**src/sv/psd_pkg.sv**
```systemverilog
// ============================================================================
// psd_pkg: shared widths, types and constants
// Fixed-point widths for the point-to-segment squared distance pipeline.
// ============================================================================
package psd_pkg;

  // Fraction bits of the projection parameter t
  localparam int FRAC_BITS   = 16;

  // Coordinate and derived widths
  localparam int COORD_W     = 17;
  localparam int DIFF_W      = COORD_W + 1;          // span / offset
  localparam int MUL_W       = 2 * DIFF_W;           // one coordinate product
  localparam int LEN_W       = 2 * COORD_W + 1;      // squared span length
  localparam int DOT_W       = MUL_W + 1;            // dot product, signed
  localparam int T_W         = FRAC_BITS + 1;        // t in 0..1.0
  localparam int PROJ_W      = T_W + 1 + DIFF_W;     // t * span, signed
  localparam int DELTA_W     = PROJ_W - FRAC_BITS;   // point-to-nearest delta
  localparam int SQ_W        = LEN_W + 1;            // one squared delta
  localparam int DIST_W      = 35;                   // result width

  // Stream packing
  localparam int IN_FIELDS   = 6;
  localparam int IN_DATA_W   = ((IN_FIELDS * COORD_W + 7) / 8) * 8;
  localparam int OUT_DATA_W  = ((DIST_W + 7) / 8) * 8;

  // Pipeline depth
  localparam int FRONT_STAGES = 4;
  localparam int BACK_STAGES  = 4;
  localparam int LATENCY      = FRONT_STAGES + FRAC_BITS + BACK_STAGES;
  localparam int CNT_W        = $clog2(LATENCY + 1);

  // How t is chosen for a transaction
  typedef enum logic [1:0] {
    TSEL_DIV,    // quotient from the divider
    TSEL_ZERO,   // projection at or before begin, or zero-length span
    TSEL_ONE     // projection at or beyond end
  } psd_tsel_t;

  // Values that ride alongside the divider
  typedef struct packed {
    logic [DIFF_W-1:0] sx;
    logic [DIFF_W-1:0] sy;
    logic [DIFF_W-1:0] ox;
    logic [DIFF_W-1:0] oy;
    psd_tsel_t         tsel;
  } psd_side_t;

endpackage

```
**src/sv/psd_back.sv**
```systemverilog
// ============================================================================
// psd_back: nearest point, deltas, squares and final sum
// Four registered stages: t * span, rounded deltas, squares, output sum.
// ============================================================================
module psd_back (
  input  logic                              clk,
  input  logic                              rst_n,
  input  logic                              in_valid,
  output logic                              in_ready,
  input  logic [psd_pkg::FRAC_BITS-1:0]     in_quot,
  input  psd_pkg::psd_side_t                in_side,
  output logic                              out_valid,
  input  logic                              out_ready,
  output logic [psd_pkg::DIST_W-1:0]        out_dist
);

  localparam int FRAC_BITS = psd_pkg::FRAC_BITS;
  localparam int DIFF_W    = psd_pkg::DIFF_W;
  localparam int T_W       = psd_pkg::T_W;
  localparam int PROJ_W    = psd_pkg::PROJ_W;
  localparam int DELTA_W   = psd_pkg::DELTA_W;
  localparam int SQ_W      = psd_pkg::SQ_W;
  localparam int DIST_W    = psd_pkg::DIST_W;

  localparam logic [T_W-1:0]           T_ONE = T_W'(1) << FRAC_BITS;
  localparam logic signed [PROJ_W-1:0] HALF  = PROJ_W'(1) << (FRAC_BITS - 1);

  // Valid bits and ready chain
  logic v1_r, v2_r, v3_r, v4_r;
  logic rdy1, rdy2, rdy3, rdy4;

  assign rdy4     = !v4_r || out_ready;
  assign rdy3     = !v3_r || rdy4;
  assign rdy2     = !v2_r || rdy3;
  assign rdy1     = !v1_r || rdy2;
  assign in_ready = rdy1;

  // Stage 1: select t, scale the span
  logic [T_W-1:0]            t_sel;
  logic signed [PROJ_W-1:0]  px_r, py_r, px_nxt, py_nxt;
  logic signed [DIFF_W-1:0]  ox1_r, oy1_r;

  always_comb begin
    case (in_side.tsel)
      psd_pkg::TSEL_ZERO: t_sel = '0;
      psd_pkg::TSEL_ONE:  t_sel = T_ONE;
      default:            t_sel = {1'b0, in_quot};
    endcase
  end

  assign px_nxt = $signed({1'b0, t_sel}) * $signed(in_side.sx);
  assign py_nxt = $signed({1'b0, t_sel}) * $signed(in_side.sy);

  // Stage 2: round to nearest, delta from the offset
  logic signed [PROJ_W-1:0]  rx_sh, ry_sh;
  logic signed [DELTA_W-1:0] dx_r, dy_r, dx_nxt, dy_nxt;

  assign rx_sh  = (px_r + HALF) >>> FRAC_BITS;
  assign ry_sh  = (py_r + HALF) >>> FRAC_BITS;
  assign dx_nxt = DELTA_W'(ox1_r) - rx_sh[DELTA_W-1:0];
  assign dy_nxt = DELTA_W'(oy1_r) - ry_sh[DELTA_W-1:0];

  // Stage 3: squares
  logic signed [2*DELTA_W-1:0] sqx_full, sqy_full;
  logic [SQ_W-1:0]             sqx_r, sqy_r;

  assign sqx_full = dx_r * dx_r;
  assign sqy_full = dy_r * dy_r;

  // Stage 4: sum
  logic [SQ_W-1:0]   dist_sum;
  logic [DIST_W-1:0] dist_r;

  assign dist_sum = sqx_r + sqy_r;

  // Valid bits
  always_ff @(posedge clk) begin
    if (!rst_n) begin
      v1_r <= 1'b0;
      v2_r <= 1'b0;
      v3_r <= 1'b0;
      v4_r <= 1'b0;
    end else begin
      if (rdy1) v1_r <= in_valid;
      if (rdy2) v2_r <= v1_r;
      if (rdy3) v3_r <= v2_r;
      if (rdy4) v4_r <= v3_r;
    end
  end

  // Payload
  always_ff @(posedge clk) begin
    if (rdy1 && in_valid) begin
      px_r  <= px_nxt;
      py_r  <= py_nxt;
      ox1_r <= $signed(in_side.ox);
      oy1_r <= $signed(in_side.oy);
    end
    if (rdy2 && v1_r) begin
      dx_r <= dx_nxt;
      dy_r <= dy_nxt;
    end
    if (rdy3 && v2_r) begin
      sqx_r <= sqx_full[SQ_W-1:0];
      sqy_r <= sqy_full[SQ_W-1:0];
    end
    if (rdy4 && v3_r) begin
      dist_r <= dist_sum[DIST_W-1:0];
    end
  end

  assign out_valid = v4_r;
  assign out_dist  = dist_r;

endmodule

```
**config.mk**
```make
export PLATFORM = sky130hd
export DESIGN_NAME = psd_back
export DESIGN_NICKNAME = d
export VERILOG_FILES = /design/src/sv/psd_pkg.sv /design/src/sv/psd_back.sv
export SDC_FILE = /design/constraint.sdc
export NUM_CORES = 2
export LEC_CHECK = 0
export BUFFER_PORTS_ARGS = -buffer_cell sky130_fd_sc_hd__buf_2
export CAP_MARGIN = 20
export CORE_MARGIN = 2
export CORE_UTILIZATION = 55
export DETAILED_ROUTE_END_ITERATION = 6
export GPL_ROUTABILITY_DRIVEN = 0
export GPL_TIMING_DRIVEN = 1
export PLACE_DENSITY = 0.84
export SLEW_MARGIN = 30
export SYNTH_ARGS = -nofsm -noshare
export SYNTH_HDL_FRONTEND = slang
export SYNTH_SLANG_ARGS = --single-unit
```
**constraint.sdc**
```tcl
create_clock -name clk -period 7.33 [get_ports clk]
set_input_delay 0.733 -clock clk [delete_from_list [all_inputs] [get_ports clk]]
set_output_delay 0.733 -clock clk [all_outputs]
set_load 0.03 [all_outputs]
```
==> results.sh <==
export IMPL_yosysTopAreaCell="fa_1"
export IMPL_grt_max_degree=82
export IMPL_hold_class="input port to flip-flop"
export IMPL_post_dp_hpwl_mm=106
export IMPL_clkSinkCount=225
export IMPL_die_y_um=318
export IMPL_design_core_area_um2=98100
export IMPL_critPathMaxFanout=5
export IMPL_yosysSeqAreaShare_pct=12.4
export IMPL_grt_usage_pct=26.1
export IMPL_synth_ff_type="edfxtp_1"
export IMPL_cp_arrival_ps=7430
export IMPL_skew_ps=17.9
export IMPL_yosysMostFrequentCell="inv_1"
export IMPL_slew_headroom_pct=42.9
export IMPL_drtAntennaViolNets=0
export IMPL_synth_edf_count=221
export IMPL_route_detailed_drc=0
export IMPL_tns_ps=0
export IMPL_hold_viol=0
export IMPL_clk_latency_ps=560
export IMPL_num_nets_final=7546
export IMPL_max_cap_viol_count=0
export IMPL_regArea_um2=6720
export IMPL_htree_levels=1
export IMPL_io_buffers=130
export IMPL_status="finished clean"
export IMPL_ios=131
export IMPL_synth_common_cells="inv_1 (1483), fa_1 (1162), nand2_1 (628), ha_1 (522), and3_1 (251)"
export IMPL_fp_row_count=115
export IMPL_die_area_um2=101000
export IMPL_synthCells=5629
export IMPL_synth_cell_area_um2=54300
export IMPL_vias=38900
export IMPL_instances_no_fill=7076
export IMPL_multi_input_area_um2=41400
export IMPL_slew_violations=0
export IMPL_antenna_found_initial=4
export IMPL_synth_nets=7407
export IMPL_root_buffer="clkbuf_16"
export IMPL_met2WireLength_mm=64.5
export IMPL_grt_first_pass_wirelength_mm=213
export IMPL_fmax_mhz=140
export IMPL_fillCellCount=7737
export IMPL_via_per_inst=5.50
export IMPL_synth_async_reset_ratio_pct=0
export IMPL_grt_remaining_overflow=0
export IMPL_netlist_cell_type_count=70
export IMPL_setup_viol=0
export IMPL_final_util_pct=59.5
export IMPL_path_class="flip-flop to flip-flop"
export IMPL_yosysTopAreaCellShare_pct=42.8
export IMPL_initial_core_util_pct=55.3
export IMPL_cts_tree="done"
export IMPL_endpoint_kind="flip-flop"
export IMPL_worst_pin_slew_ps=856
export IMPL_grt_pass1_vias=43500
export IMPL_cts_buffer_depth=3
export IMPL_clk_pin_slew_ps=70
export IMPL_wl_per_cell_um=18.3
export IMPL_drt_pass1_iter_count=6
export IMPL_numCtsBuffers=25
export IMPL_wl_met1_mm=46.4
export IMPL_synth_area_leaders="fa_1 (43%), edfxtp_1 (12%), ha_1 (12%)"
export IMPL_syn_avg_cell_area_um2=9.65
export IMPL_die_x_um=318
export IMPL_fin_crit_ps=7130
export IMPL_routed_top_layer="met5"
export IMPL_drtIter0Drc=3239
export IMPL_yosys_warnings=0
export IMPL_totalWireLength_mm=130
export IMPL_timing_final_crit_share_pct=97.3
export IMPL_wl_met3_mm=12.6
export IMPL_required_ps=7630
export IMPL_place_inst=6997
export IMPL_synth_seq_cells=225
export IMPL_syn_to_final_growth_pct=7.53
export IMPL_drive_gt1_share_pct=7.03
export IMPL_start_kind="flip-flop"
[final timing paths]
kind	from	end	slack, ps	depth (start not counted)
setup reg to reg	dy_r[4]	sqy_r[34]	200	23
hold reg to reg	v3_r	out_valid	520	1
hold / removal	in_side[12]	oy1_r[10]	350	1
setup / recovery	dy_r[4]	sqy_r[34]	200	23
[cells by family after synthesis]
logic type / synth area share, %
adder cells (fa/ha/maj): 54.9
multiplexers: 0.0415
flip-flops: 12.4
buffers and inverters: 11.7
AO/OA/AOI/OAI: 4.28
AND/OR/NAND/NOR: 12.7
XOR/XNOR: 4.00
[state kept, by name (all words and copies together) (netlist names), 18 cells and up]
signal	cells
ox1_r	18
sqy_r	34
out_dist	35
oy1_r	18
sqx_r	34
py_r	21
px_r	21
dx_r	20
dy_r	20
[critical path: stages, from the launching register on]
cell and delay, ps:
edfxtp_1 550, buf_6 190, and2_1 180, fa_1 580
fa_1 450, fa_1 580, fa_1 440, fa_1 470
fa_1 490, inv_1 50, fa_1 490, inv_1 70
ha_4 250, nand2_4 70, a21oi_1 50, a211oi_2 230
o31ai_4 150, a221o_1 350, a21o_1 190, a31o_1 250
o41ai_2 320, buf_4 190, o211ai_1 110, xnor2_1 150
[stage by stage]
stage	worst slack [ps]	hold slack (ps)	area (um2)
final	199	345	58400
after global routing	-72.7	333	58400
after detailed placement	-127	503	57100
after CTS	64.7	320	58000
after global placement	29.2	475	57100
after floorplan	16.6	448	54300
[layer usage]
layer | GRT usage [%] | vias to the layer above
met5 | 0 | -
met4 | 11.1 | 2
met3 | 4.69 | 482
met2 | 45.7 | 1960
met1 | 31.7 | 19300
li1 | - | 17200
[cell type report]
class,count,share of cell area [%]
multi-input combinational,3714,71.0
sequential,225,11.5
inverter,1485,9.55
timing repair buffer,317,3.77
tap,1287,2.76
clock buffer,27,1.08
clock inverter,19,0.341
antenna,2,0.00857
[cell usage in the layout, fill, tap and decap left out, types with 29 or more instances in the layout]
cell and instances:
ha_1 516, fa_1 1157, nand2b_1 29, a21oi_1 111, o21ai_0 42, nand3_1 44
buf_2 131, edfxtp_1 221, xnor2_1 162, a21o_1 51, nor2_1 141, nor2b_1 43
buf_4 170, and3_1 251, nand2_1 626, and2_1 206, xor2_1 86, nor3_1 31
inv_1 1482
[repair_timing]
action | in CTS | in global routing
pin swaps | 0 | 23
cloned | 0 | 0
endpoints found under the setup margin | 3 | 10
resized for setup | 1 | 37
buffers inserted | 6 | 25
hold buffers | 0 | 0
Power is not shown: default switching activity piles up to over one toggle a cycle in this logic, so the estimate is an artifact.
