File: config.mk
export PLATFORM = sky130hd
export DESIGN_NAME = psd_div
export DESIGN_NICKNAME = d
export VERILOG_FILES = /design/src/sv/psd_pkg.sv /design/src/sv/psd_div.sv
export SDC_FILE = /design/constraint.sdc
export NUM_CORES = 2
export LEC_CHECK = 0
export BUFFER_PORTS_ARGS = -buffer_cell sky130_fd_sc_hd__buf_2
export CAP_MARGIN = 20
export CORE_MARGIN = 2
export CORE_UTILIZATION = 60
export CTS_BUF_LIST = sky130_fd_sc_hd__clkbuf_2 sky130_fd_sc_hd__clkbuf_4 sky130_fd_sc_hd__clkbuf_8
export DETAILED_ROUTE_END_ITERATION = 16
export PLACE_DENSITY = 0.77
export SLEW_MARGIN = 10
export SYNTH_ARGS = -nofsm -noshare
export SYNTH_HDL_FRONTEND = slang
export SYNTH_SLANG_ARGS = --single-unit
File: constraint.sdc
create_clock -name clk -period 40.8 [get_ports clk]
set_clock_uncertainty 0.1 [all_clocks]
set_input_delay 4.08 -clock clk [delete_from_list [all_inputs] [get_ports clk]]
set_output_delay 4.08 -clock clk [all_outputs]
set_load 0.005 [all_outputs]
File: src/sv/psd_pkg.sv
// ============================================================================
// psd_pkg: shared widths, types and constants
// Fixed-point widths for the point-to-segment squared distance pipeline.
// ============================================================================
package psd_pkg;

  // Fraction bits of the projection parameter t
  localparam int FRAC_BITS   = 16;

  // Coordinate and derived widths
  localparam int COORD_W     = 17;
  localparam int DIFF_W      = COORD_W + 1;          // span / offset
  localparam int MUL_W       = 2 * DIFF_W;           // one coordinate product
  localparam int LEN_W       = 2 * COORD_W + 1;      // squared span length
  localparam int DOT_W       = MUL_W + 1;            // dot product, signed
  localparam int T_W         = FRAC_BITS + 1;        // t in 0..1.0
  localparam int PROJ_W      = T_W + 1 + DIFF_W;     // t * span, signed
  localparam int DELTA_W     = PROJ_W - FRAC_BITS;   // point-to-nearest delta
  localparam int SQ_W        = LEN_W + 1;            // one squared delta
  localparam int DIST_W      = 35;                   // result width

  // Stream packing
  localparam int IN_FIELDS   = 6;
  localparam int IN_DATA_W   = ((IN_FIELDS * COORD_W + 7) / 8) * 8;
  localparam int OUT_DATA_W  = ((DIST_W + 7) / 8) * 8;

  // Pipeline depth
  localparam int FRONT_STAGES = 4;
  localparam int BACK_STAGES  = 4;
  localparam int LATENCY      = FRONT_STAGES + FRAC_BITS + BACK_STAGES;
  localparam int CNT_W        = $clog2(LATENCY + 1);

  // How t is chosen for a transaction
  typedef enum logic [1:0] {
    TSEL_DIV,    // quotient from the divider
    TSEL_ZERO,   // projection at or before begin, or zero-length span
    TSEL_ONE     // projection at or beyond end
  } psd_tsel_t;

  // Values that ride alongside the divider
  typedef struct packed {
    logic [DIFF_W-1:0] sx;
    logic [DIFF_W-1:0] sy;
    logic [DIFF_W-1:0] ox;
    logic [DIFF_W-1:0] oy;
    psd_tsel_t         tsel;
  } psd_side_t;

endpackage

File: src/sv/psd_div.sv
// ============================================================================
// psd_div: pipelined restoring divider for the projection fraction
// One quotient bit per stage, FRAC_BITS stages, one transaction per cycle while out_ready does not stall it.
// ============================================================================
module psd_div (
  input  logic                              clk,
  input  logic                              rst_n,
  input  logic                              in_valid,
  output logic                              in_ready,
  input  logic [psd_pkg::LEN_W-1:0]         in_rem,
  input  logic [psd_pkg::LEN_W-1:0]         in_len,
  input  psd_pkg::psd_side_t                in_side,
  output logic                              out_valid,
  input  logic                              out_ready,
  output logic [psd_pkg::FRAC_BITS-1:0]     out_quot,
  output psd_pkg::psd_side_t                out_side
);

  localparam int N     = psd_pkg::FRAC_BITS;
  localparam int LEN_W = psd_pkg::LEN_W;

  // Stage registers
  logic                 v_r    [N];
  logic [LEN_W-1:0]     rem_r  [N];
  logic [LEN_W-1:0]     len_r  [N];
  logic [N-1:0]         q_r    [N];
  psd_pkg::psd_side_t   side_r [N];

  // Stage sources and next values
  logic                 src_v    [N];
  logic [LEN_W-1:0]     src_rem  [N];
  logic [LEN_W-1:0]     src_len  [N];
  logic [N-1:0]         src_q    [N];
  psd_pkg::psd_side_t   src_side [N];
  logic [LEN_W-1:0]     rem_nxt  [N];
  logic [N-1:0]         q_nxt    [N];
  logic                 rdy      [N];

  // Each stage takes from the one before it
  always_comb begin
    src_v[0]    = in_valid;
    src_rem[0]  = in_rem;
    src_len[0]  = in_len;
    src_q[0]    = '0;
    src_side[0] = in_side;
    for (int k = 1; k < N; k++) begin
      src_v[k]    = v_r[k-1];
      src_rem[k]  = rem_r[k-1];
      src_len[k]  = len_r[k-1];
      src_q[k]    = q_r[k-1];
      src_side[k] = side_r[k-1];
    end
  end

  // Shift, trial subtract, restore
  always_comb begin
    logic [LEN_W:0] r2;
    logic [LEN_W:0] diff;
    logic           ge;
    for (int k = 0; k < N; k++) begin
      r2         = {src_rem[k], 1'b0};
      diff       = r2 - {1'b0, src_len[k]};
      ge         = r2 >= {1'b0, src_len[k]};
      rem_nxt[k] = ge ? diff[LEN_W-1:0] : r2[LEN_W-1:0];
      q_nxt[k]   = {src_q[k][N-2:0], ge};
    end
  end

  // Ready chain from the output back
  always_comb begin
    rdy[N-1] = !v_r[N-1] || out_ready;
    for (int k = N - 2; k >= 0; k--) begin
      rdy[k] = !v_r[k] || rdy[k+1];
    end
  end

  assign in_ready = rdy[0];

  // Valid bits
  always_ff @(posedge clk) begin
    if (!rst_n) begin
      for (int k = 0; k < N; k++) begin
        v_r[k] <= 1'b0;
      end
    end else begin
      for (int k = 0; k < N; k++) begin
        if (rdy[k]) v_r[k] <= src_v[k];
      end
    end
  end

  // Payload
  always_ff @(posedge clk) begin
    for (int k = 0; k < N; k++) begin
      if (rdy[k] && src_v[k]) begin
        rem_r[k]  <= rem_nxt[k];
        len_r[k]  <= src_len[k];
        q_r[k]    <= q_nxt[k];
        side_r[k] <= src_side[k];
      end
    end
  end

  assign out_valid = v_r[N-1];
  assign out_quot  = q_r[N-1];
  assign out_side  = side_r[N-1];

  // Final remainder is always below the divisor
  a_rem_below_len: assert property (@(posedge clk) disable iff (!rst_n)
    (v_r[N-1] && side_r[N-1].tsel == psd_pkg::TSEL_DIV) |-> (rem_r[N-1] < len_r[N-1]))
    else $error("divider remainder out of range");

endmodule

==> results.md <==
Floorplan:
- The floorplan step defined a die boundary enclosing 0.182 mm².
- The die is 426 µm wide.
- The region available for standard cell placement spans 0.177 mm².
- Pin placement for this block handled 240 I/O pins.
- The height of the chip is 426 µm.
- The effective utilization at floorplan is 60.5%.
- The row count is 154.

Critical path:
- The kind of cell with the highest combined delay on the critical path is simple AND/OR/NAND/NOR gates.
- The highest cell delay on the worst timing path is 0.55 ns.
- The launch instance of the worst register-to-register path is v_r[0][15].
- The worst setup path is launched from a primary input.
- Of all nets on the critical path, the largest fanout is 7.
- Counting both buffers and inverters, the worst setup path holds a total of 2.
- The startpoint of the most critical setup path is out_ready.
- The data arrival time at the worst-slack endpoint is 7.48 ns.
- Walking the worst path, the cells encountered are buf_2 -> nor2b_1 -> and2_1 -> nand3_1 -> nor2_1 -> and3_1 -> nand4_1 -> nor2_1 -> and3_1 -> and3_1 -> nand2_1 -> buf_2.
- The critical path is of the primary input to primary output type.
- The cell with the largest stage delay on the worst path is nor2_1.
- STA classifies the critical path endpoint as a primary output.
- By instance count, the cell type seen most on the critical path is and3_1.
- The required time reported for the critical path endpoint is 36.62 ns.

Finish:
- Of the cells placed in the final design, the portion with a size suffix greater than 1 is 12.8%.
- Leaving out fill and tap cells, the most frequent cell in the layout is edfxtp_1.
- The area overhead of the layout relative to synthesis is 10.1%.
- The total number of nets in the final design is 8997.
- Leaving out fill and tap cells, the most frequent cells in the layout are edfxtp_1 (2386), inv_1 (712), nand2_1 (606), o21ai_0 (584), ha_1 (559).

STA:
- The worst path meets setup with 29.14 ns of slack.
- The smallest clock period supported by the final layout is computed as 11.66 ns.
- The hold violation total from the final report was 0.
- The relative slew slack is 22.4%.
- Setup repair after global routing left no endpoint under its margin.
- At the pin with the least slew margin, the transition time is 1.13 ns.
- Summed over all failing endpoints, the final setup total negative slack is 0 ns.
- Setup violations remaining at the end of the flow were counted as 0.
- The count of final max-slew check failures is 0.
- Timing would allow up to 85.7 MHz.
- The final critical-path share of the clock period is 28.6%.

Power:
- In this run switching power makes up 20.7% of total power.
- Sequential cells burn 56.2% of the power.
- Of the total power, combinational logic draws 4.3%.
- The share of power burned in the clock network is 39.4%.
- The analysis attributes to net switching a power of 1.00 mW.
- The internal portion of the total power is 3.84 mW.
- The maximum VDD drop is 32.7 µV.
- The total power draw is 4.84 mW.
- The cell leakage power is 44.9 nW.
- Power spread over the standard cell area amounts to 41.1 mW/mm².

Yosys:
- The post-synthesis sequential element count is 2386.
- The sequential-to-total area share from yosys stat is 67.0%.
- The share of synthesized cell area in and, or, nand and nor gates is 6.76%.
- The synthesis warning total is 0.
- Counting every instance in the synthesized netlist gives 7800.
- The post-synthesis share of cell area spent on full adders, half adders and majority gates is 6.82%.
- The fraction of registers with async set/reset is 0%.
- Multiplexer cells account for 1.79% of the synthesized area.
- The compound-cell area share of the yosys netlist is 10.5%.
- The number of nets in the synthesized netlist is 8522.
- The predominant post-synthesis flop cell is edfxtp_1.
- The number of distinct standard cells referenced by the synthesized netlist is 90.
- The post-synthesis area per instance is 13.7 µm².
- The synthesized design contains 2386 enable-type register cells.
- The synthesized-area fraction occupied by xor and xnor cells is 3.52%.
- The main combinational cell family by area after synthesis is compound AO/OA/AOI/OAI gates.
- The cell area that synthesis handed to floorplanning was 0.107 mm².

Detailed routing:
- The number of detailed-routing iterations run before antenna repair is 7.
- The detailed router placed 61100 vias in this run.
- Wires add up to 211000 µm.
- For this block, the initial DRC count from the detailed router was 3805.
- In the routed design, unresolved DRC markers number 0.
- In the routed layout, each cell is associated on average with a via count of 5.61.
- The routed wirelength normalized by instance count is 19.4 µm.
- The count of antenna-violating nets left after detailed routing is 0.

CTS:
- The total clock sinks is 2386.
- After clock tree synthesis, the repair step resized 0 gates.
- The H-tree was split into 5 levels.
- The clock tree root buffer cell is clkbuf_8.
- In this run the post-CTS setup repair buffer count came out at 0.
- The total CTS buffers is 383.
- The CTS clock-pin slew for the worst setup and hold paths is 0.06 ns.
- Hold repair after CTS inserted 0 buffers.
- The clock reaches the later pin of the worst-skew pair after 1.02 ns.
- TritonCTS built the clock tree.
- The worst-case clock buffer depth is 4.

Global route:
- The via count of the first global-routing pass is 61900.
- The number of antenna violations at the first check in global routing is 2.
- The wire length of the first global-routing pass is 329000 µm.
- Across every metal layer, demand over resource in global routing totals 23.3%.
- The total congestion overflow is 0.
- The maximum number of pins on one net before global-route repair is 147.

Placed design:
- The wire-length estimate of the detail-placed layout is 154000 µm.
- The placer congestion estimate is 0.941.
- The worst-case setup slack after placement is 29.14 ns.
- The number of I/O port buffers is 239.

Worst hold path:
- The class of the tightest hold or removal check is register to register.
- The start point of the worst min-delay path is side_r[0][455].

Run status:
- The flow ran to the end, and the final reports show no timing, DRC or antenna violations.

Job:
- The number of max-cap violations is 0.
[flip-flops by register name, summed over array words and instances, names as in the netlist]
signal / flops
q_r: 136
len_r: 525
v_r: 16
rem_r: 525
side_r: 1184
[power by group through the flow]
stage	sequential, mW	combinational [mW]	clock (mW)
2_1_floorplan	2.77	0.157	0
3_3_place_gp	2.77	0.203	0
3_5_place_dp	2.77	0.208	0
4_1_cts	2.72	0.209	1.96
5_1_grt	2.72	0.234	2.06
6_report	2.72	0.209	1.91
[worst paths after layout]
check,endpoint,slack (ns),cells past startpoint
setup / recovery,in_ready,29.14,12
hold / removal,side_r[0][529],0.29,0
setup reg to reg,side_r[0][29],35.39,13
hold reg to reg,side_r[0][529],0.29,0
[synthesized netlist by cell type (85+ instances only)]
| library cell | n | share of area (%) |
|---|---|---|
| edfxtp_1 | 2386 | 67 |
| inv_1 | 712 | 2.5 |
| nand2_1 | 606 | 2.1 |
| o21ai_0 | 584 | 2.7 |
| ha_1 | 559 | 6.5 |
| a21oi_1 | 453 | 2.1 |
| a21o_1 | 293 | 2.1 |
| nor2_1 | 273 | 0.96 |
| xnor2_1 | 240 | 2.0 |
| xor2_1 | 190 | 1.6 |
| mux2_2 | 126 | 1.3 |
| nand3_1 | 119 | 0.56 |
| nor2b_1 | 100 | 0.58 |
| nand2b_1 | 85 | 0.50 |
[cell type report]
type                            count  area (µm²)
Clock buffer                      502        6200
Sequential cell                  2386       71600
Timing Repair Buffer              293        1690
Clock inverter                    140         895
Multi-Input combinational cell   4497       31700
Fill cell                       12000       59000
Inverter                          714        2680
Tap cell                         2340        2930
Antenna cell                        6        15.0
[metal layers]
layer | wire length (µm) | vias up | track usage, %
li1 | - | 29800 | -
met5 | 0 | - | 0
met1 | 78600 | 29100 | 25.3
met3 | 7660 | 574 | 3.18
met4 | 12000 | 0 | 13.1
met2 | 113000 | 1583 | 43.5
[per-stage QoR]
step                      util, %  area [µm²]  cells  hold WS, ns
after floorplan                 -      107000   7800        0.300
after CTS                    66.6      118000  10900        0.293
after global routing         66.6      118000  10900        0.301
final                        66.6      118000  10900        0.288
after detailed placement     62.6      111000  10200        0.305
after global placement       62.6      111000  10200        0.300
[logic make-up (layout without fill, tap and decap cells)]
family                   after synthesis  in the layout
XOR/XNOR                             430            430
AO/OA/AOI/OAI                       1799           1799
AND/OR/NAND/NOR                     1531           1531
flip-flops                          2386           2386
multiplexers                         163            163
buffers and inverters                917           1649
adder cells (fa/ha/maj)              574            574
other                                  0              6
(Power assumes the default switching activity.)
