File: config.mk
export PLATFORM = sky130hd
export DESIGN_NAME = psd_front
export DESIGN_NICKNAME = d
export VERILOG_FILES = /design/src/sv/psd_pkg.sv /design/src/sv/psd_front.sv
export SDC_FILE = /design/constraint.sdc
export NUM_CORES = 2
export LEC_CHECK = 0
export BUFFER_PORTS_ARGS = -buffer_cell sky130_fd_sc_hd__buf_2
export CORE_ASPECT_RATIO = 1.75
export CORE_MARGIN = 4
export CORE_UTILIZATION = 50
export DETAILED_ROUTE_END_ITERATION = 10
export PLACE_DENSITY_LB_ADDON = 0.12
export SLEW_MARGIN = 25
export SYNTH_ARGS = -nofsm -noshare
export SYNTH_HDL_FRONTEND = slang
export SYNTH_SLANG_ARGS = --single-unit
File: constraint.sdc
create_clock -name clk -period 59.2 [get_ports clk]
set_input_delay 17.76 -clock clk [delete_from_list [all_inputs] [get_ports clk]]
set_output_delay 17.76 -clock clk [all_outputs]
set_load 0.005 [all_outputs]
File: src/sv/psd_pkg.sv
// ============================================================================
// psd_pkg: shared widths, types and constants
// Fixed-point widths for the point-to-segment squared distance pipeline.
// ============================================================================
package psd_pkg;

  // Fraction bits of the projection parameter t
  localparam int FRAC_BITS   = 16;

  // Coordinate and derived widths
  localparam int COORD_W     = 17;
  localparam int DIFF_W      = COORD_W + 1;          // span / offset
  localparam int MUL_W       = 2 * DIFF_W;           // one coordinate product
  localparam int LEN_W       = 2 * COORD_W + 1;      // squared span length
  localparam int DOT_W       = MUL_W + 1;            // dot product, signed
  localparam int T_W         = FRAC_BITS + 1;        // t in 0..1.0
  localparam int PROJ_W      = T_W + 1 + DIFF_W;     // t * span, signed
  localparam int DELTA_W     = PROJ_W - FRAC_BITS;   // point-to-nearest delta
  localparam int SQ_W        = LEN_W + 1;            // one squared delta
  localparam int DIST_W      = 35;                   // result width

  // Stream packing
  localparam int IN_FIELDS   = 6;
  localparam int IN_DATA_W   = ((IN_FIELDS * COORD_W + 7) / 8) * 8;
  localparam int OUT_DATA_W  = ((DIST_W + 7) / 8) * 8;

  // Pipeline depth
  localparam int FRONT_STAGES = 4;
  localparam int BACK_STAGES  = 4;
  localparam int LATENCY      = FRONT_STAGES + FRAC_BITS + BACK_STAGES;
  localparam int CNT_W        = $clog2(LATENCY + 1);

  // How t is chosen for a transaction
  typedef enum logic [1:0] {
    TSEL_DIV,    // quotient from the divider
    TSEL_ZERO,   // projection at or before begin, or zero-length span
    TSEL_ONE     // projection at or beyond end
  } psd_tsel_t;

  // Values that ride alongside the divider
  typedef struct packed {
    logic [DIFF_W-1:0] sx;
    logic [DIFF_W-1:0] sy;
    logic [DIFF_W-1:0] ox;
    logic [DIFF_W-1:0] oy;
    psd_tsel_t         tsel;
  } psd_side_t;

endpackage

File: src/sv/psd_front.sv
// ============================================================================
// psd_front: span, offset, squared length and dot product
// Four registered stages: differences, products, sums, t classification.
// ============================================================================
module psd_front (
  input  logic                                 clk,
  input  logic                                 rst_n,
  input  logic                                 in_valid,
  output logic                                 in_ready,
  input  logic signed [psd_pkg::COORD_W-1:0]   point_x,
  input  logic signed [psd_pkg::COORD_W-1:0]   point_y,
  input  logic signed [psd_pkg::COORD_W-1:0]   begin_x,
  input  logic signed [psd_pkg::COORD_W-1:0]   begin_y,
  input  logic signed [psd_pkg::COORD_W-1:0]   end_x,
  input  logic signed [psd_pkg::COORD_W-1:0]   end_y,
  output logic                                 out_valid,
  input  logic                                 out_ready,
  output logic [psd_pkg::LEN_W-1:0]            out_rem,
  output logic [psd_pkg::LEN_W-1:0]            out_len,
  output psd_pkg::psd_side_t                   out_side
);

  localparam int DIFF_W = psd_pkg::DIFF_W;
  localparam int MUL_W  = psd_pkg::MUL_W;
  localparam int LEN_W  = psd_pkg::LEN_W;
  localparam int DOT_W  = psd_pkg::DOT_W;

  // Stage valid bits and ready chain
  logic v1_r, v2_r, v3_r, v4_r;
  logic rdy1, rdy2, rdy3, rdy4;

  assign rdy4     = !v4_r || out_ready;
  assign rdy3     = !v3_r || rdy4;
  assign rdy2     = !v2_r || rdy3;
  assign rdy1     = !v1_r || rdy2;
  assign in_ready = rdy1;

  // Stage 1: span and offset
  logic signed [DIFF_W-1:0] sx_r, sy_r, ox_r, oy_r;
  logic signed [DIFF_W-1:0] sx_nxt, sy_nxt, ox_nxt, oy_nxt;

  assign sx_nxt = DIFF_W'(end_x)   - DIFF_W'(begin_x);
  assign sy_nxt = DIFF_W'(end_y)   - DIFF_W'(begin_y);
  assign ox_nxt = DIFF_W'(point_x) - DIFF_W'(begin_x);
  assign oy_nxt = DIFF_W'(point_y) - DIFF_W'(begin_y);

  // Stage 2: four products
  logic signed [MUL_W-1:0] sxx_r, syy_r, dxs_r, dys_r;
  logic signed [MUL_W-1:0] sxx_nxt, syy_nxt, dxs_nxt, dys_nxt;
  psd_pkg::psd_side_t      side2_r, side2_nxt;

  assign sxx_nxt = sx_r * sx_r;
  assign syy_nxt = sy_r * sy_r;
  assign dxs_nxt = ox_r * sx_r;
  assign dys_nxt = oy_r * sy_r;

  always_comb begin
    side2_nxt.sx   = sx_r;
    side2_nxt.sy   = sy_r;
    side2_nxt.ox   = ox_r;
    side2_nxt.oy   = oy_r;
    side2_nxt.tsel = psd_pkg::TSEL_DIV;
  end

  // Stage 3: squared length and dot product
  logic [LEN_W-1:0]        len3_r, len3_nxt;
  logic signed [DOT_W-1:0] dot3_r, dot3_nxt;
  logic [MUL_W-1:0]        len_sum;
  psd_pkg::psd_side_t      side3_r;

  assign len_sum  = sxx_r + syy_r;
  assign len3_nxt = len_sum[LEN_W-1:0];
  assign dot3_nxt = DOT_W'(dxs_r) + DOT_W'(dys_r);

  // Stage 4: pick t source, seed the divider remainder
  logic [LEN_W-1:0]   rem4_r, rem4_nxt;
  logic [LEN_W-1:0]   len4_r;
  psd_pkg::psd_side_t side4_r, side4_nxt;
  logic               dot_le_zero, dot_ge_len;

  assign dot_le_zero = dot3_r[DOT_W-1] || (dot3_r == '0);
  assign dot_ge_len  = dot3_r >= $signed({{(DOT_W-LEN_W){1'b0}}, len3_r});

  always_comb begin
    side4_nxt = side3_r;
    rem4_nxt  = '0;
    if (dot_le_zero) begin
      side4_nxt.tsel = psd_pkg::TSEL_ZERO;
    end else if (dot_ge_len) begin
      side4_nxt.tsel = psd_pkg::TSEL_ONE;
    end else begin
      side4_nxt.tsel = psd_pkg::TSEL_DIV;
      rem4_nxt       = dot3_r[LEN_W-1:0];
    end
  end

  // Valid bits
  always_ff @(posedge clk) begin
    if (!rst_n) begin
      v1_r <= 1'b0;
      v2_r <= 1'b0;
      v3_r <= 1'b0;
      v4_r <= 1'b0;
    end else begin
      if (rdy1) v1_r <= in_valid;
      if (rdy2) v2_r <= v1_r;
      if (rdy3) v3_r <= v2_r;
      if (rdy4) v4_r <= v3_r;
    end
  end

  // Payload
  always_ff @(posedge clk) begin
    if (rdy1 && in_valid) begin
      sx_r <= sx_nxt;
      sy_r <= sy_nxt;
      ox_r <= ox_nxt;
      oy_r <= oy_nxt;
    end
    if (rdy2 && v1_r) begin
      sxx_r   <= sxx_nxt;
      syy_r   <= syy_nxt;
      dxs_r   <= dxs_nxt;
      dys_r   <= dys_nxt;
      side2_r <= side2_nxt;
    end
    if (rdy3 && v2_r) begin
      len3_r  <= len3_nxt;
      dot3_r  <= dot3_nxt;
      side3_r <= side2_r;
    end
    if (rdy4 && v3_r) begin
      rem4_r  <= rem4_nxt;
      len4_r  <= len3_r;
      side4_r <= side4_nxt;
    end
  end

  assign out_valid = v4_r;
  assign out_rem   = rem4_r;
  assign out_len   = len4_r;
  assign out_side  = side4_r;

  // A zero-length span always takes the begin point
  a_zero_len_sel: assert property (@(posedge clk) disable iff (!rst_n)
    (v4_r && len4_r == '0) |-> side4_r.tsel == psd_pkg::TSEL_ZERO)
    else $error("zero-length span not routed to t = 0");

  // Divider is only seeded with a proper fraction
  a_seed_below_len: assert property (@(posedge clk) disable iff (!rst_n)
    (v4_r && side4_r.tsel == psd_pkg::TSEL_DIV) |-> (rem4_r < len4_r))
    else $error("divider seed not below divisor");

endmodule

==> results.json <==
{
  "hold_buffers": 0,
  "ys_ff_latch": 574,
  "setup_tns_ns": 0,
  "worstHoldPathCells": 0,
  "hp-start": "side2_r[68]",
  "path_class": "input pin to output port",
  "rsz0062_at_grt": "false",
  "synthesis.area_um2": 70100,
  "finalCriticalPeriod_ns": 36.77,
  "core.rowCount": 181,
  "ys_seq_area_share_pct": 24.5,
  "synthFlopType": "edfxtp_1",
  "maxCapViolCount": 0,
  "detail_route.wl_per_cell_um": 20.1,
  "reg2reg_depth": 23,
  "grt_max_degree": 145,
  "drive_gt1_share_pct": 6.82,
  "cts.clk_slew.worst_paths_ns": 0.07,
  "worst-path-max-fanout": 6,
  "start_kind": "input pin",
  "mostFrequentLayoutCells": "1685 x inv_1, 1239 x fa_1, 598 x nand2_1, 570 x edfxtp_1, 562 x ha_1",
  "synth_fp_nets": 8607,
  "clk_latency_ns": 0.68,
  "required_ns": 41.44,
  "areaGrowthSynthToFinish_pct": 7.98,
  "antenna_found_initial": 6,
  "ys_warn_count": 0,
  "fin_worst_skew_ns": 0.0472,
  "fin_ws_ns": 22.43,
  "timing.fmax_mhz": 27.2,
  "relSlewSlack_pct": 29.6,
  "synth_edf_count": 570,
  "cts.sinks": 574,
  "ys_async_sr_fraction_pct": 0,
  "worstSetupEndpointType": "output port",
  "overflow": 0,
  "htreeDepth": 2,
  "grt_pass1_vias": 51300,
  "ctsResizeCount": 0,
  "cts_setup_buffers": 0,
  "min_path_type": "flip-flop to flip-flop",
  "setup_viol": 0,
  "place_ws_ns": 22.44,
  "io-pin-count": 252,
  "worst_r2r_endpoint": "sxx_r[32]",
  "drc": 0,
  "rrSetupSlack_ns": 51.63,
  "r2r_start": "sx_r[4]",
  "fillers": 12400,
  "cts_tree": "built",
  "drv_slew": 0,
  "arrival_ns": 19.01,
  "ant_nets": 0,
  "gp_routability_congestion": 0.869,
  "drt-vias-per-instance": 5.27,
  "start_util_pct": 50.4,
  "numCtsBuffers": 60,
  "die_w_um": 291,
  "timing.final.crit_share_pct": 62.1,
  "synth_cell_types": 85,
  "die_y_um": 503,
  "dieArea_um2": 147000,
  "groute.usage.overall_pct": 24.8,
  "synthCells": 6700,
  "avgSynthCellArea_um2": 10.5,
  "worstMarginPinSlew_ns": 1.06,
  "core-area_um2": 139000,
  "dr.pass1.iters": 5,
  "dpl.hpwl_um": 138000,
  "hold_end": "side3_r[68]",
  "nets": 8803,
  "layout_commonest_cell": "inv_1",
  "cts_buffer_depth": 3,
  "grt_pass1_wl_um": 281000,
  "drtIter0Drc": 2079,
  "root_buffer": "clkbuf_16",
  "num_vias": 46300,
  "wl_um": 176000,
  "port_buffers": 251,
  "finalHoldViolCount": 0,
  "status": "finished clean"
}
-- worst max-delay path, cell delays in order --
cell and delay [ns]:
buf_2 0.10, nor2b_1 0.27, and2_0 0.54, nand3_1 0.18
buf_2 0.16
-- worst max path at each step --
stage                   start       end  slack, ns  cells after the start
global route        out_ready  in_ready      22.30                      5
detailed placement  out_ready  in_ready      22.44                      5
finish              out_ready  in_ready      22.43                      5
global placement    out_ready  in_ready      22.46                      5
CTS                 out_ready  in_ready      22.43                      5
floorplan           out_ready  in_ready      23.16                      3
-- Yosys cell counts (all sizes together) (23+ instances only) --
master / n / area (µm²)
ha: 562 / 7030
fa: 1239 / 24800
xnor2: 186 / 1630
nor2b: 51 / 327
nand2b: 48 / 300
o21ai: 122 / 614
xor2: 65 / 569
nor2: 246 / 923
o21a: 38 / 287
nor3: 61 / 310
nand2: 598 / 2240
a21oi: 161 / 832
a31oi: 27 / 169
inv: 1687 / 6330
nand3: 43 / 215
and2: 435 / 2720
a21boi: 23 / 173
edfxtp: 570 / 17100
clkbuf: 180 / 676
a21o: 79 / 594
-- final cells by class --
cell class / instances / area (µm²) / area share, %
Multi-Input combinational cell: 4250 / 45900 / 60.6
Clock buffer: 67 / 1550 / 2.05
Sequential cell: 574 / 17200 / 22.7
Tap cell: 1830 / 2290 / 3.02
Timing Repair Buffer: 323 / 1820 / 2.40
Inverter: 1687 / 6330 / 8.36
Clock inverter: 47 / 612 / 0.808
Antenna cell: 3 / 7.51 / 0.00991
-- per-layer routing --
layer	vias up	part of all wire (%)	track usage, %
met3	429	4.0	2.37
met5	-	0.011	0
met2	1182	54	46.9
li1	21000	-	-
met1	23700	36	27.8
met4	4	6.0	12.0
-- metrics by stage --
step | utilization (%) | instances | area (µm²) | hold slack [ns]
after global placement | 52.8 | 8663 | 73600 | 0.400
after global routing | 54.4 | 8779 | 75700 | 0.414
after detailed placement | 52.8 | 8663 | 73600 | 0.405
after CTS | 54.4 | 8777 | 75700 | 0.410
final | 54.4 | 8781 | 75700 | 0.408
after floorplan | - | 6700 | 70100 | 0.400
-- kinds of logic after synthesis --
logic type	count (synthesis)	synth area share, %
buf+inv	1876	10.1
fa+ha+maj	1801	45.4
simple gates	1579	11.0
compound gates	613	5.82
flops	574	24.5
xor+xnor	251	3.13
mux	6	0.0892
-- state kept, by name, indices dropped and copies added (netlist names) --
name / flops
out_side: 74
side3_r: 72
side2_r: 70
dot3_r: 37
dxs_r: 36
dys_r: 36
len3_r: 35
out_len: 35
out_rem: 35
sxx_r: 34
syy_r: 34
ox_r: 18
oy_r: 18
sx_r: 18
sy_r: 18
out_valid: 1
v1_r: 1
v2_r: 1
v3_r: 1
Power is left out: the tool's default activity adds up to more than one toggle a clock period on the data nets, which glitch-free logic cannot reach.
